==> config.mk <==
export PLATFORM = sky130hd
export DESIGN_NAME = last_note_priority_stack_unit
export DESIGN_NICKNAME = d
export VERILOG_FILES = /design/src/rtl/core/lnps_pkg.sv /design/src/rtl/core/lnps_ram.sv /design/src/rtl/core/lnps_alu.sv /design/src/rtl/core/lnps_ctrl.sv /design/src/rtl/core/last_note_priority_stack_unit.sv
export SDC_FILE = /design/constraint.sdc
export NUM_CORES = 1
export LEC_CHECK = 0
export BUFFER_PORTS_ARGS = -buffer_cell sky130_fd_sc_hd__buf_2
export CAP_MARGIN = 20
export CELL_PAD_IN_SITES_DETAIL_PLACEMENT = 1
export CELL_PAD_IN_SITES_GLOBAL_PLACEMENT = 1
export CORE_MARGIN = 2
export CORE_UTILIZATION = 40
export DETAILED_ROUTE_END_ITERATION = 8
export MAX_ROUTING_LAYER = met4
export PLACE_DENSITY_LB_ADDON = 0.1
export SLEW_MARGIN = 20
export SYNTH_ARGS = -nofsm -noshare
export SYNTH_HDL_FRONTEND = slang
export SYNTH_SLANG_ARGS = --single-unit
==> constraint.sdc <==
create_clock -name aclk -period 9.75 [get_ports aclk]
set_clock_uncertainty 0.15 [all_clocks]
set_input_delay 1.95 -clock aclk [delete_from_list [all_inputs] [get_ports aclk]]
set_output_delay 1.95 -clock aclk [all_outputs]
set_load 0.02 [all_outputs]
==> src/rtl/core/lnps_pkg.sv <==
`timescale 1ns / 1ps

package lnps_pkg;

    // Size of the held-note list and the octave used to fold low notes.
    localparam int MAX_NOTES = 8;
    localparam int OCTAVE    = 12;

    localparam int NOTE_W     = 7;
    localparam int NOTE_RANGE = 2 ** NOTE_W;
    localparam int PERIOD_W   = 14;
    localparam int CNT_W      = $clog2(MAX_NOTES + 1);
    localparam int IDX_W      = (MAX_NOTES > 1) ? $clog2(MAX_NOTES) : 1;

    localparam int IN_TDATA_W  = ((NOTE_W + 7) / 8) * 8;
    localparam int OUT_BITS    = PERIOD_W + NOTE_W + CNT_W;
    localparam int OUT_TDATA_W = ((OUT_BITS + 7) / 8) * 8;

    // Event kinds carried on s_tuser.
    localparam logic KIND_NOTE_ON  = 1'b0;
    localparam logic KIND_NOTE_OFF = 1'b1;

    typedef logic [NOTE_W-1:0]   note_t;
    typedef logic [PERIOD_W-1:0] period_t;
    typedef logic [CNT_W-1:0]    count_t;
    typedef logic [IDX_W-1:0]    slot_t;

    // Outputs of the shared compare and subtract unit.
    typedef struct packed {
        logic  eq;
        logic  lt;
        note_t diff;
    } alu_res_t;

    // One finished result; period sits in the lowest bits.
    typedef struct packed {
        count_t  held_count;
        note_t   active_note;
        period_t period;
    } result_t;

    typedef logic [NOTE_RANGE-1:0][NOTE_W-1:0] mod_tab_t;

    function automatic mod_tab_t build_mod_table();
        mod_tab_t t;
        for (int i = 0; i < NOTE_RANGE; i++) begin
            t[i] = NOTE_W'(i % OCTAVE);
        end
        return t;
    endfunction

    // Residue of every note number modulo the octave size.
    localparam mod_tab_t MOD_TABLE = build_mod_table();

    localparam period_t PERIOD_TABLE [NOTE_RANGE] = '{
        14'd10192, 14'd9620, 14'd9080, 14'd8570, 14'd8089, 14'd7635, 14'd7206, 14'd6802,
        14'd6420,  14'd6060, 14'd5719, 14'd5398, 14'd5095, 14'd4809, 14'd4539, 14'd4284,
        14'd4044,  14'd3817, 14'd3603, 14'd3400, 14'd3209, 14'd3029, 14'd2859, 14'd2699,
        14'd2547,  14'd2404, 14'd2269, 14'd2142, 14'd2021, 14'd1908, 14'd1801, 14'd1700,
        14'd1604,  14'd1514, 14'd1429, 14'd1349, 14'd1273, 14'd1202, 14'd1134, 14'd1070,
        14'd1010,  14'd953,  14'd900,  14'd849,  14'd802,  14'd757,  14'd714,  14'd674,
        14'd636,   14'd600,  14'd567,  14'd535,  14'd505,  14'd476,  14'd449,  14'd424,
        14'd400,   14'd378,  14'd357,  14'd336,  14'd318,  14'd300,  14'd283,  14'd267,
        14'd252,   14'd238,  14'd224,  14'd212,  14'd200,  14'd188,  14'd178,  14'd168,
        14'd158,   14'd149,  14'd141,  14'd133,  14'd125,  14'd118,  14'd112,  14'd105,
        14'd99,    14'd94,   14'd88,   14'd83,   14'd79,   14'd74,   14'd70,   14'd66,
        14'd62,    14'd59,   14'd55,   14'd52,   14'd49,   14'd46,   14'd44,   14'd41,
        14'd39,    14'd37,   14'd34,   14'd32,   14'd31,   14'd29,   14'd27,   14'd26,
        14'd24,    14'd23,   14'd21,   14'd20,   14'd19,   14'd18,   14'd17,   14'd16,
        14'd15,    14'd14,   14'd13,   14'd12,   14'd12,   14'd11,   14'd10,   14'd10,
        14'd9,     14'd8,    14'd8,    14'd7,    14'd7,    14'd6,    14'd6,    14'd6
    };

endpackage

==> src/rtl/core/lnps_ram.sv <==
`timescale 1ns / 1ps

module lnps_ram #(
    parameter int WIDTH = 8,
    parameter int DEPTH = 8
) (
    input  logic                                     aclk,
    input  logic                                     wr_en,
    input  logic [((DEPTH > 1) ? $clog2(DEPTH) : 1)-1:0] wr_addr,
    input  logic [WIDTH-1:0]                         wr_data,
    input  logic [((DEPTH > 1) ? $clog2(DEPTH) : 1)-1:0] rd_addr,
    output logic [WIDTH-1:0]                         rd_data
);

    logic [WIDTH-1:0] mem_reg [DEPTH];
    logic [WIDTH-1:0] rd_data_reg;

    always_ff @(posedge aclk) begin
        if (wr_en) begin
            mem_reg[wr_addr] <= wr_data;
        end
        rd_data_reg <= mem_reg[rd_addr];
    end

    assign rd_data = rd_data_reg;

endmodule

==> src/rtl/core/lnps_alu.sv <==
`timescale 1ns / 1ps

// Shared compare and subtract unit: note match during the search, and the
// offset test and subtraction when the table index is formed.
module lnps_alu (
    input  lnps_pkg::note_t    a,
    input  lnps_pkg::note_t    b,
    output lnps_pkg::alu_res_t res
);

    always_comb begin
        res.eq   = (a == b);
        res.lt   = (a < b);
        res.diff = a - b;
    end

endmodule

==> src/rtl/core/lnps_ctrl.sv <==
`timescale 1ns / 1ps

module lnps_ctrl (
    input  logic                aclk,
    input  logic                aresetn,
    input  logic                start,
    input  logic                start_kind,
    input  lnps_pkg::note_t     start_note,
    input  lnps_pkg::note_t     note_offset,
    input  logic                out_free,
    output logic                idle,
    output logic                done,
    output lnps_pkg::result_t   result
);

    localparam logic [3:0] S_IDLE = 4'd0;
    localparam logic [3:0] S_SRD  = 4'd1;
    localparam logic [3:0] S_SCMP = 4'd2;
    localparam logic [3:0] S_MRD  = 4'd3;
    localparam logic [3:0] S_MWR  = 4'd4;
    localparam logic [3:0] S_TRD  = 4'd5;
    localparam logic [3:0] S_TIDX = 4'd6;
    localparam logic [3:0] S_TPER = 4'd7;
    localparam logic [3:0] S_DONE = 4'd8;

    localparam lnps_pkg::count_t CNT_ONE = lnps_pkg::CNT_W'(1);
    localparam lnps_pkg::count_t CNT_TWO = lnps_pkg::CNT_W'(2);
    localparam lnps_pkg::count_t CNT_MAX = lnps_pkg::CNT_W'(lnps_pkg::MAX_NOTES);

    logic [3:0]          state_reg, state_next;
    lnps_pkg::count_t    count_reg, count_next;
    lnps_pkg::slot_t     ptr_reg, ptr_next;
    lnps_pkg::note_t     note_reg, note_next;
    lnps_pkg::note_t     top_reg, top_next;
    lnps_pkg::note_t     idx_reg, idx_next;
    lnps_pkg::period_t   period_reg, period_next;

    logic                ram_we;
    lnps_pkg::slot_t     ram_waddr;
    lnps_pkg::note_t     ram_wdata;
    lnps_pkg::slot_t     ram_raddr;
    lnps_pkg::note_t     ram_rdata;

    lnps_pkg::note_t     alu_b;
    lnps_pkg::alu_res_t  alu_res;
    lnps_pkg::count_t    ptr_ext;
    lnps_pkg::count_t    top_addr;

    lnps_ram #(
        .WIDTH (lnps_pkg::NOTE_W),
        .DEPTH (lnps_pkg::MAX_NOTES)
    ) u_list (
        .aclk    (aclk),
        .wr_en   (ram_we),
        .wr_addr (ram_waddr),
        .wr_data (ram_wdata),
        .rd_addr (ram_raddr),
        .rd_data (ram_rdata)
    );

    lnps_alu u_alu (
        .a   (ram_rdata),
        .b   (alu_b),
        .res (alu_res)
    );

    assign ptr_ext  = lnps_pkg::CNT_W'(ptr_reg);
    assign top_addr = count_reg - CNT_ONE;
    assign alu_b    = (state_reg == S_TIDX) ? note_offset : note_reg;

    always_comb begin
        state_next  = state_reg;
        count_next  = count_reg;
        ptr_next    = ptr_reg;
        note_next   = note_reg;
        top_next    = top_reg;
        idx_next    = idx_reg;
        period_next = period_reg;
        ram_we      = 1'b0;
        ram_waddr   = ptr_reg;
        ram_wdata   = ram_rdata;
        ram_raddr   = ptr_reg;

        case (state_reg)
            S_IDLE: begin
                if (start) begin
                    note_next = start_note;
                    ptr_next  = '0;
                    if (start_kind == lnps_pkg::KIND_NOTE_ON) begin
                        // A full list ignores the note but still reports.
                        if (count_reg < CNT_MAX) begin
                            ram_we     = 1'b1;
                            ram_waddr  = count_reg[lnps_pkg::IDX_W-1:0];
                            ram_wdata  = start_note;
                            count_next = count_reg + CNT_ONE;
                        end
                        state_next = S_TRD;
                    end else if (count_reg == '0) begin
                        state_next = S_TRD;
                    end else begin
                        state_next = S_SRD;
                    end
                end
            end
            S_SRD: begin
                state_next = S_SCMP;
            end
            S_SCMP: begin
                if (alu_res.eq) begin
                    if (ptr_ext + CNT_ONE == count_reg) begin
                        count_next = count_reg - CNT_ONE;
                        state_next = S_TRD;
                    end else begin
                        state_next = S_MRD;
                    end
                end else if (ptr_ext + CNT_ONE == count_reg) begin
                    // No entry matched: the whole list is dropped.
                    count_next = '0;
                    state_next = S_TRD;
                end else begin
                    ptr_next   = ptr_reg + lnps_pkg::IDX_W'(1);
                    state_next = S_SRD;
                end
            end
            S_MRD: begin
                ram_raddr  = ptr_reg + lnps_pkg::IDX_W'(1);
                state_next = S_MWR;
            end
            S_MWR: begin
                ram_we   = 1'b1;
                ptr_next = ptr_reg + lnps_pkg::IDX_W'(1);
                if (ptr_ext + CNT_TWO == count_reg) begin
                    count_next = count_reg - CNT_ONE;
                    state_next = S_TRD;
                end else begin
                    state_next = S_MRD;
                end
            end
            S_TRD: begin
                ram_raddr = top_addr[lnps_pkg::IDX_W-1:0];
                if (count_reg == '0) begin
                    top_next    = '0;
                    period_next = '0;
                    state_next  = S_DONE;
                end else begin
                    state_next = S_TIDX;
                end
            end
            S_TIDX: begin
                top_next   = ram_rdata;
                idx_next   = alu_res.lt ? lnps_pkg::MOD_TABLE[ram_rdata] : alu_res.diff;
                state_next = S_TPER;
            end
            S_TPER: begin
                period_next = lnps_pkg::PERIOD_TABLE[idx_reg];
                state_next  = S_DONE;
            end
            S_DONE: begin
                if (out_free) begin
                    state_next = S_IDLE;
                end
            end
            default: begin
                state_next = S_IDLE;
            end
        endcase
    end

    always_ff @(posedge aclk) begin
        if (!aresetn) begin
            state_reg <= S_IDLE;
            count_reg <= '0;
        end else begin
            state_reg <= state_next;
            count_reg <= count_next;
        end
        ptr_reg    <= ptr_next;
        note_reg   <= note_next;
        top_reg    <= top_next;
        idx_reg    <= idx_next;
        period_reg <= period_next;
    end

    assign idle               = (state_reg == S_IDLE);
    assign done               = (state_reg == S_DONE) && out_free;
    assign result.held_count  = count_reg;
    assign result.active_note = top_reg;
    assign result.period      = period_reg;

    a_count_bound: assert property (@(posedge aclk) disable iff (!aresetn)
        count_reg <= CNT_MAX)
        else $error("held count exceeds list size");

    a_empty_result: assert property (@(posedge aclk) disable iff (!aresetn)
        (done && count_reg == '0) |-> (top_reg == '0 && period_reg == '0))
        else $error("empty list reported a note or period");

    a_note_on_path: assert property (@(posedge aclk) disable iff (!aresetn)
        (idle && start && start_kind == lnps_pkg::KIND_NOTE_ON) |=> (state_reg == S_TRD))
        else $error("note-on did not go straight to the top read");

    a_write_states: assert property (@(posedge aclk) disable iff (!aresetn)
        ram_we |-> (state_reg == S_IDLE || state_reg == S_MWR))
        else $error("list written outside append or shift");

endmodule

==> src/rtl/core/last_note_priority_stack_unit.sv <==
`timescale 1ns / 1ps

// Channel    Direction  Signals                               Beat contents
// s_ (event) in         s_tvalid s_tready s_tdata s_tuser    note number, kind
// m_ (voice) out        m_tvalid m_tready m_tdata            period, note, count
// cfg        in         cfg_wr_en cfg_wr_data                note offset
//
// A note-on runs the top read, index and period states before the result beat.
// A note-off first reads and compares each entry searched, reads and writes each
// entry moved up, then the same states; the list RAM has a single read port.
// Reset (aresetn low at a clock edge) empties the list and clears the offset.
// A result waits in the output register while m_tready is low; the block
// takes the next event meanwhile and holds its own result until the port frees.
module last_note_priority_stack_unit (
    input  logic                                aclk,
    input  logic                                aresetn,

    // Event input.
    input  logic                                s_tvalid,
    output logic                                s_tready,
    // Bits from the lowest up: note_number (7), zero fill.
    input  logic [lnps_pkg::IN_TDATA_W-1:0]     s_tdata,
    // kind: 0 note on, 1 note off.
    input  logic                                s_tuser,

    // Voice output.
    output logic                                m_tvalid,
    input  logic                                m_tready,
    // Bits from the lowest up: period (14), active_note (7), held_count (4),
    // zero fill.
    output logic [lnps_pkg::OUT_TDATA_W-1:0]    m_tdata,

    // Note offset register.
    input  logic                                cfg_wr_en,
    input  logic [lnps_pkg::NOTE_W-1:0]         cfg_wr_data
);

    lnps_pkg::note_t                   note_offset_reg;
    logic                              m_tvalid_reg, m_tvalid_next;
    logic [lnps_pkg::OUT_TDATA_W-1:0]  m_tdata_reg, m_tdata_next;

    logic                              ctrl_idle;
    logic                              ctrl_done;
    logic                              out_free;
    lnps_pkg::result_t                 ctrl_result;

    // The output register can take a new beat when it is empty or being drained.
    assign out_free = !m_tvalid_reg || m_tready;
    assign s_tready = ctrl_idle;

    lnps_ctrl u_ctrl (
        .aclk        (aclk),
        .aresetn     (aresetn),
        .start       (s_tvalid && ctrl_idle),
        .start_kind  (s_tuser),
        .start_note  (s_tdata[lnps_pkg::NOTE_W-1:0]),
        .note_offset (note_offset_reg),
        .out_free    (out_free),
        .idle        (ctrl_idle),
        .done        (ctrl_done),
        .result      (ctrl_result)
    );

    always_comb begin
        m_tvalid_next = m_tvalid_reg;
        m_tdata_next  = m_tdata_reg;
        if (ctrl_done) begin
            m_tvalid_next = 1'b1;
            m_tdata_next  = lnps_pkg::OUT_TDATA_W'(ctrl_result);
        end else if (m_tready) begin
            m_tvalid_next = 1'b0;
        end
    end

    always_ff @(posedge aclk) begin
        if (!aresetn) begin
            note_offset_reg <= '0;
            m_tvalid_reg    <= 1'b0;
        end else begin
            if (cfg_wr_en) begin
                note_offset_reg <= cfg_wr_data;
            end
            m_tvalid_reg <= m_tvalid_next;
        end
        m_tdata_reg <= m_tdata_next;
    end

    assign m_tvalid = m_tvalid_reg;
    assign m_tdata  = m_tdata_reg;

endmodule
# Yosys cells after proc, flatten, opt, wreduce, memory -nomap -nowiden
# Memories as Yosys holds them, arrays and structs flattened. A register that Yosys moved wholly into a read port is not among the register bits.
# Cells that the tools add are included.
[word_totals]
ff_bits = 79
mem_bits_rw = 56
romBits = 2688
n_memories = 3
[memory_table]
columns = ["name", "words", "word_bits", "rd", "rd_clocked_by_memory_dff", "wr", "line_no", "source"]
rows = [
  ["(name not given)", 128, 14, 1, 0, 0, "lnps_ctrl.sv:155", "period_next = lnps_pkg::PERIOD_TABLE[idx_reg];"],
  ["(name not given)", 128, 7, 1, 0, 0, "lnps_ctrl.sv:151", "idx_next = alu_res.lt ? lnps_pkg::MOD_TABLE[ram_rdata] : alu_res.diff;"],
  ["u_ctrl.u_list.mem_reg", 8, 7, 1, 1, 1, "lnps_ram.sv:15", "logic [WIDTH-1:0] mem_reg [DEPTH];"],
]
[op_classes]
add_sub_neg = 6
n_lt_le_gt_ge = 4
eq_ne = 20
muxes = 48
n_bitwise = 1
n_reduce_logical = 16
[op_table]
columns = ["op", "n"]
rows = [
  ["$mux W7", 8],
  ["$mux W4", 12],
  ["$mux W14", 3],
  ["$pmux W4 S9", 1],
  ["$mux W3", 11],
  ["$pmux W14 S2", 1],
  ["$eq A4 B3 Y1 const B", 4],
  ["$pmux W7 S2", 1],
  ["$ne A2 B1 Y1 const B", 6],
  ["$pmux W4 S3", 1],
  ["$pmux W3 S3", 1],
  ["$eq A4 B2 Y1 const B", 2],
  ["$eq A4 B4 Y1", 2],
  ["$ge A8 B8 Y1 const B", 1],
  ["$logic_not A4 Y1", 2],
  ["$lt A7 B8 Y1 const B", 1],
  ["$not A7 Y8", 1],
  ["$reduce_and A2 Y1", 4],
  ["$eq A7 B7 Y1", 1],
  ["$lt A7 B7 Y1", 1],
  ["$mux W1", 7],
  ["$sub A7 B7 Y7", 1],
  ["$ne A2 B2 Y1 const B", 3],
  ["$pmux W3 S2", 1],
  ["other kinds (16)", 19],
]

# Longest topological paths before layout
# Gate-level depths: netlist of run 1.
[depth]
ltp_word = 7
depth_mapped = 13
ltp_nobuf = 11

# Hierarchy
# From an unflattened synthesis of run 1, not the netlist that was laid out.
[hier_totals]
cells_unflattened = 703
area_unflattened_um2 = 8119.0
[by_module_without_submodules]
columns = ["mod", "instances", "cells_per_inst", "area_each_um2", "seq_area_each_um2"]
rows = [
  ["lnps_ctrl", 1, 503, 4340.4, 1301.2],
  ["lnps_ram", 1, 101, 2366.0, 1821.7],
  ["last_note_priority_stack_unit", 1, 60, 1116.1, 910.9],
  ["lnps_alu", 1, 39, 296.5, 0.0],
]

# Worst setup path after synthesis of run 1
# Ideal clock, no wire load.
[synth_timing]
kind = "in2reg"
startpoint = "input m_tready"
endpoint = "register m_tdata_reg (netlist bit m_tdata[0]) (enable)"
arrival_ns = 3.150
required_ns = 9.190
path_slack_ns = 6.040
cell_stages = 2
path_cell_list = "nor2b_1 -> nor2b_1"
[synth_between]
elab_chain_cells = 2
[synth_rtl]
columns = ["item", "line_no", "source"]
rows = [
  ["start: declaration", "last_note_priority_stack_unit.sv:28", "input logic m_tready,"],
  ["$logic_or A1 B1 Y1", "last_note_priority_stack_unit.sv:48", "assign out_free = !m_tvalid_reg || m_tready;"],
  ["$logic_and A1 B1 Y1", "lnps_ctrl.sv:185", "assign done = (state_reg == S_DONE) && out_free;"],
  ["named net ctrl_done", "last_note_priority_stack_unit.sv:43", "logic ctrl_done;"],
  ["end signal: assignment", "last_note_priority_stack_unit.sv:85", "m_tdata_reg <= m_tdata_next;"],
  ["end: declaration", "last_note_priority_stack_unit.sv:40", "logic [lnps_pkg::OUT_TDATA_W-1:0] m_tdata_reg, m_tdata_next;"],
]
# The timed path passes the listed nets, and every way through them passes these cells.
# A chain may end at the register's enable or synchronous reset.

# Worst setup path after layout of run 1
[layout_timing]
startpoint = "register u_ctrl.state_reg[1]"
endpoint = "register u_ctrl.idx_reg[1], data pin"
[layout_between]
elab_chain_cells = 4
[layout_rtl]
columns = ["item", "line_no", "source"]
rows = [
  ["start: declaration", "lnps_ctrl.sv:30", "logic [3:0] state_reg, state_next;"],
  ["start signal: assignment", "lnps_ctrl.sv:174", "state_reg <= state_next;"],
  ["$eq A4 B3 Y1 *", "lnps_ctrl.sv:69", "assign alu_b = (state_reg == S_TIDX) ? note_offset : note_reg;"],
  ["$mux W7 *", "lnps_ctrl.sv:69", ""],
  ["$sub A7 B7 Y7 / $lt A7 B7 Y1 (equally long branches)", "lnps_alu.sv:14, lnps_alu.sv:13", ""],
  ["$mux W7 *", "lnps_ctrl.sv:151", ""],
  ["end signal: assignment", "lnps_ctrl.sv:180", "idx_reg <= idx_next;"],
  ["end: declaration", "lnps_ctrl.sv:35", "lnps_pkg::note_t idx_reg, idx_next;"],
]
# Every way passes the cells marked *; elsewhere a longest branch is shown, timed or not.

==> flow_metrics.env, run 1 <==
export IMPL_crit_type="flip-flop to flip-flop"
export IMPL_syn_instance_count=777
export IMPL_synthFlopType="edfxtp_1"
export IMPL_path_cells="nand2_1, nor2_1, buf_4, mux2i_1, ha_1, nor2b_1, o21ai_0, a21oi_1, o221a_2, mux2_2"
export IMPL_irDropWorstVdd_mv=0.157
export IMPL_grt_util_all_layers=0.222
export IMPL_critPathMaxStageDelay_ns=0.85
export IMPL_hold_viol=0
export IMPL_drtAntennaViolNets=0
export IMPL_dieWidth_um=148
export IMPL_ys_seq_elements=142
export IMPL_endpoint_kind="flip-flop"
export IMPL_min_from="u_ctrl.period_reg[2]$_SDFFCE_PN0P_"
export IMPL_path_buf_inv=1
export IMPL_reg2reg_from="u_ctrl.state_reg[1]$_SDFFE_PN0P_"
export IMPL_htree_levels=4
export IMPL_setup_violations=0
export IMPL_drv_cap=0
export IMPL_place_gp_congestion=0.875
export IMPL_cts_resized=0
export IMPL_routed_wl_um=22800
export IMPL_wire_per_inst_um=21.4
export IMPL_worstMarginPinSlew_ns=1.13
export IMPL_grt_max_degree=71
export IMPL_maxSlewViolCount=0
export IMPL_final_common_cell="edfxtp_1"
export IMPL_hold_path_end="m_tdata[2]$_DFFE_PP_"
export IMPL_clk_path_buf_depth=2
export IMPL_worst_path_stages=10
export IMPL_synth_top_area_frac=0.432
export IMPL_hold_depth=0
export IMPL_pre_cts_slack_ns=5.68
export IMPL_startpoint_type="flip-flop"
export IMPL_hp_class="flip-flop to flip-flop"
export IMPL_synth_largest_area_cell="edfxtp_1"
export IMPL_cts_buffers_inserted=17
export IMPL_netlist_area_mm2=0.00827
export IMPL_rsz0062_at_grt="false"
export IMPL_cts_setup_buffers=0
export IMPL_start_util=0.409
export IMPL_via_per_inst=6.00
export IMPL_n_antenna_cell=0
export IMPL_most_common_layout_cells="119 x edfxtp_1, 48 x nor2_1, 47 x inv_1"
export IMPL_worstPathArrival_ns=4.13
export IMPL_p_leak_nw=3.30
export IMPL_synth_edff_count=119
export IMPL_hpwl_um=15700
export IMPL_cts_root_buffer="clkbuf_16"
export IMPL_power_density_mw_per_mm2=284
export IMPL_drc=0
export IMPL_reg2reg_depth=10
export IMPL_crit_family="flip-flops"
export IMPL_rows=52
export IMPL_avgSynthCellArea_um2=10.6
export IMPL_max_freq_ghz=0.244
export IMPL_fill_cells=2192
export IMPL_r2r_slack_ns=5.66
export IMPL_first_pass_iters=5
export IMPL_worstSkewPairLatency_ns=0.44
export IMPL_reg2reg_to="u_ctrl.idx_reg[1]$_DFFE_PP_"
export IMPL_hold_buffers=0
export IMPL_cp_data_required_time_ns=9.78
export IMPL_relSlewSlack=0.249
export IMPL_yosysUniqueCellTypes=79
export IMPL_num_vias=6398
export IMPL_tns_ns=0
export IMPL_finalNetCount=826
export IMPL_async_flop_share=0
export IMPL_io_pins=55
export IMPL_cts_sinks=142
export IMPL_cts_tree="yes"
export IMPL_fin_crit_sh=0.420
export IMPL_grt_antenna_before_repair=0
export IMPL_synth_area_leaders="edfxtp_1 43%, dfxtp_1 5.6%, ha_1 3.0%"
export IMPL_die_area_mm2=0.0218
export IMPL_grt_pass1_vias=6492
export IMPL_grt_pass1_wl_um=36900
export IMPL_area_delta_synth_final_pct=11.2
export IMPL_drtIter0Drc=493
export IMPL_fin_crit_ns=4.09
export IMPL_largest_reg_flops=56
export IMPL_fin_ws_ns=5.66
export IMPL_drive_gt1_frac=0.166
export IMPL_core_mm2=0.0202
export IMPL_port_buffers=46
export IMPL_cp_slowest_cell="dfxtp_1"
export IMPL_clkTransAtPathRegs_ns=0.08
export IMPL_die_h_um=148
export IMPL_outcome="finished, final reports clean"
export IMPL_yosysSeqAreaShare=0.488
export IMPL_ys_warn_count=0
export IMPL_grt_overflow=0
export IMPL_critPathMaxFanout=22
## area by class of cell
class / count / area, µm² / share of cell area
multi-input combinational: 519 / 3740 / 0.407
tap: 270 / 338 / 0.0367
inverter: 49 / 184 / 0.0200
sequential: 142 / 4030 / 0.439
clock inverter: 15 / 178 / 0.0193
timing repair buffer: 55 / 298 / 0.0324
clock buffer: 17 / 425 / 0.0463
## report_power, final
group / switching, mW / internal, mW
clock network: 0.298 / 0.386
logic: 0.637 / 0.370
registers: 0.104 / 0.815
## layer usage
layer	up-vias	global-route usage	wire [µm]
li1	2969	-	-
met1	3212	0.274	9810
met2	178	0.373	11700
met3	39	0.0315	810
met4	0	0.0798	558
met5	-	-	0
## worst max-delay path by stage
stage | from | end
finish | u_ctrl.state_reg[1]$_SDFFE_PN0P_ | u_ctrl.idx_reg[1]$_DFFE_PP_
global route | u_ctrl.state_reg[1]$_SDFFE_PN0P_ | u_ctrl.idx_reg[1]$_DFFE_PP_
CTS | u_ctrl.state_reg[1]$_SDFFE_PN0P_ | u_ctrl.idx_reg[1]$_DFFE_PP_
detailed placement | u_ctrl.state_reg[1]$_SDFFE_PN0P_ | u_ctrl.idx_reg[1]$_DFFE_PP_
global placement | s_tuser | u_ctrl.u_list.mem_reg[4][4]$_DFFE_PP_
floorplan | m_tready | m_tdata[0]$_DFFE_PP_
## through the flow
stage	cell area (µm²)	std cells	hold WS [ns]	power [mW]	util
final	9200	1067	0.271	2.61	0.454
after floorplan	8290	783	0.250	1.66	-
after global routing	9200	1067	0.271	2.77	0.454
after global placement	8590	1035	0.252	1.89	0.424
after CTS	9200	1067	0.273	2.62	0.454
after detailed placement	8590	1035	0.256	1.93	0.425
## cell usage after synthesis, drive strengths merged, types with 4 or more instances
cell type / number
nand3: 8
dfxtp: 23
a311oi: 9
o221a: 6
o21ai: 30
a21oi: 35
and3: 5
nor3b: 7
and2: 11
mux4: 6
a32o: 5
inv: 48
nor2b: 28
nor3: 13
or3: 6
o22ai: 4
clkbuf: 38
nand2: 32
ha: 20
or2: 9
a2111oi: 28
o211ai: 11
a211oi: 9
mux2: 15
a221oi: 4
mux2i: 24
xor2: 4
xnor2: 7
o22a: 4
a21o: 6
nand2b: 15
nor2: 48
o21a: 4
a31oi: 39
edfxtp: 119
buf: 35
nor4: 9
## worst register-to-register path, delay by kind of cell (launching register included)
kind	cells	cell delay, ns
simple gates	3	0.81
fa+ha+maj	1	0.30
mux	2	0.67
buf+inv	1	0.28
compound gates	3	0.77
flops	1	0.85
## cells by family (layout without fill, tap and decap cells)
logic type / count (synthesis) / in the layout / synth area share
AND/OR/NAND/NOR: 206 / 206 / 0.137
XOR/XNOR: 12 / 12 / 0.0145
buffers and inverters: 122 / 136 / 0.0642
multiplexers: 45 / 45 / 0.0658
AO/OA/AOI/OAI: 228 / 228 / 0.197
flip-flops: 142 / 142 / 0.488
other: 1 / 7 / 0.000454
adder cells (fa/ha/maj): 21 / 21 / 0.0327
No activity file was read; power rests on OpenSTA's default activity.
==> run 2: changes to the inputs <==
Clock period 9.75 ns to 3.6 ns, I/O delays scaled along.
==> run 2 against run 1 <==
Net effect: combinational power rose to 2.8 times the previous value; register-to-register slack worse by 5.4 ns; sequential share of layout area decreased by 0.65 points; utilization is 0.68 points higher; first-iteration DRC count fell by 14%; critical path type unchanged; highest routed layer unchanged.
==> flow_metrics.env, run 2 (same netlist as run 1, synthesis figures left out) <==
export IMPL_outcome="finished, final reports clean"
export IMPL_drc=0
export IMPL_finalNetCount=846
export IMPL_grt_util_all_layers=0.225
export IMPL_crit_type="flip-flop to flip-flop"
export IMPL_grt_overflow=0
export IMPL_grt_max_degree=29
export IMPL_final_util=0.461
export IMPL_cts_resized=0
export IMPL_crit_end="u_ctrl.idx_reg[1]$_DFFE_PP_"
export IMPL_rows=52
export IMPL_worstSetupStartpoint="u_ctrl.state_reg[3]$_SDFFE_PN0P_"
export IMPL_routed_wl_um=23300
export IMPL_irDropWorstVdd_mv=0.498
export IMPL_hold_viol=0
export IMPL_drtIter0Drc=424
export IMPL_cp_data_required_time_ns=3.62
export IMPL_grt_pass1_wl_um=37400
export IMPL_area_delta_synth_final_pct=12.9
export IMPL_startpoint_type="flip-flop"
export IMPL_cts_buffers_inserted=17
export IMPL_p_leak_nw=3.41
export IMPL_maxSlewViolCount=0
export IMPL_endpoint_kind="flip-flop"
export IMPL_clkTransAtPathRegs_ns=0.07
export IMPL_power_density_mw_per_mm2=759
export IMPL_drv_cap=0
export IMPL_hp_class="flip-flop to flip-flop"
export IMPL_cts_root_buffer="clkbuf_16"
export IMPL_n_antenna_cell=0
export IMPL_cts_tree="yes"
export IMPL_dieWidth_um=148
export IMPL_fin_crit_ns=3.35
export IMPL_io_pins=55
export IMPL_worstSkewPairLatency_ns=0.42
export IMPL_wire_per_inst_um=21.4
export IMPL_hold_buffers=0
export IMPL_first_pass_iters=4
export IMPL_grt_antenna_before_repair=0
export IMPL_port_buffers=46
export IMPL_worstPathArrival_ns=3.37
export IMPL_hpwl_um=16800
export IMPL_htree_levels=4
export IMPL_clk_path_buf_depth=2
export IMPL_critPathMaxStageDelay_ns=0.41
export IMPL_final_common_cell="edfxtp_1"
export IMPL_drive_gt1_frac=0.187
export IMPL_cp_slowest_cell="mux2i_1"
export IMPL_place_gp_congestion=0.904
export IMPL_die_area_mm2=0.0218
export IMPL_reg2reg_from="u_ctrl.state_reg[3]$_SDFFE_PN0P_"
export IMPL_relSlewSlack=0.260
export IMPL_num_vias=6411
export IMPL_core_mm2=0.0202
export IMPL_multi_input_area_mm2=0.00373
export IMPL_grt_pass1_vias=6633
export IMPL_drtAntennaViolNets=0
export IMPL_most_common_layout_cells="119 x edfxtp_1, 48 x nor2_1, 47 x inv_1"
export IMPL_via_per_inst=5.90
export IMPL_die_h_um=148
export IMPL_reg2reg_to="u_ctrl.idx_reg[1]$_DFFE_PP_"
export IMPL_path_buf_inv=0
export IMPL_max_freq_ghz=0.298
export IMPL_crit_family="simple AND/OR/NAND/NOR gates"
export IMPL_cts_setup_buffers=0
export IMPL_fin_crit_sh=0.931
export IMPL_critPathMaxFanout=6
export IMPL_cts_sinks=142
export IMPL_setup_violations=0
export IMPL_largest_reg_flops=56
export IMPL_worst_path_stages=9
export IMPL_seqCellArea_mm2=0.00403
export IMPL_worstMarginPinSlew_ns=1.11
export IMPL_r2r_slack_ns=0.25
export IMPL_path_cells="or2_2, nor2_1, mux2i_1, ha_1, nor2b_1, o21ai_0, a21oi_1, o221a_2, mux2_2"
export IMPL_start_util=0.409
export IMPL_tns_ns=0
export IMPL_reg2reg_depth=9
export IMPL_rsz0062_at_grt="false"
export IMPL_fill_cells=2210
==> run 2: cell types whose count changed in the layout (fill, tap and decap cells not counted), sizes merged <==
cell	previous run	this run
clkinvlp	3	0
clkinv	3	6
buf	55	75
==> run 2: stage by stage <==
step | area [µm²] | instances | setup WS, ns | power [mW] | hold slack [ns]
final | 9330 | 1087 | 0.248 | 7.08 | 0.269
after global routing | 9330 | 1087 | 0.0491 | 7.52 | 0.271
after CTS | 9330 | 1087 | 0.258 | 7.12 | 0.271
after detailed placement | 8740 | 1055 | 0.277 | 5.28 | 0.256
after global placement | 8740 | 1055 | 0.409 | 5.19 | 0.255
after floorplan | 8290 | 783 | 0.0647 | 4.51 | 0.250
==> run 2: final cells by class <==
| cell class | count | share of cell area |
|---|---|---|
| sequential | 142 | 0.432 |
| multi-input combinational | 519 | 0.400 |
| timing repair buffer | 75 | 0.0480 |
| clock buffer | 17 | 0.0456 |
| tap | 270 | 0.0362 |
| inverter | 49 | 0.0197 |
| clock inverter | 15 | 0.0185 |
==> run 2: report_power, final <==
part | leakage, nW | total, mW | internal, mW | switching (mW)
combinational | 1.84 | 2.83 | 1.06 | 1.78
clock | 0.300 | 1.81 | 1.05 | 0.763
sequential | 1.27 | 2.44 | 2.21 | 0.229
==> run 2: worst min-delay path by stage <==
stage	startpoint	to	slack [ns]	depth (start not counted)
final	u_ctrl.period_reg[6]$_SDFFCE_PN0P_	m_tdata[6]$_DFFE_PP_	0.27	0
after global routing	u_ctrl.period_reg[6]$_SDFFCE_PN0P_	m_tdata[6]$_DFFE_PP_	0.27	0
after CTS	u_ctrl.top_reg[0]$_SDFFCE_PN0P_	m_tdata[14]$_DFFE_PP_	0.27	0
after detailed placement	u_ctrl.top_reg[0]$_SDFFCE_PN0P_	m_tdata[14]$_DFFE_PP_	0.26	0
after global placement	u_ctrl.top_reg[4]$_SDFFCE_PN0P_	m_tdata[18]$_DFFE_PP_	0.26	0
after floorplan	u_ctrl.period_reg[0]$_SDFFCE_PN0P_	m_tdata[0]$_DFFE_PP_	0.25	0
==> run 2: metal layers <==
metal  wire (µm)  share of wire  up-vias  track usage
li1            -              -     3017            -
met3         777          0.033       33       0.0380
met1       10300           0.44     3210        0.279
met4         501          0.022        0       0.0678
met5           0              0        -            -
met2       11700           0.50      151        0.378
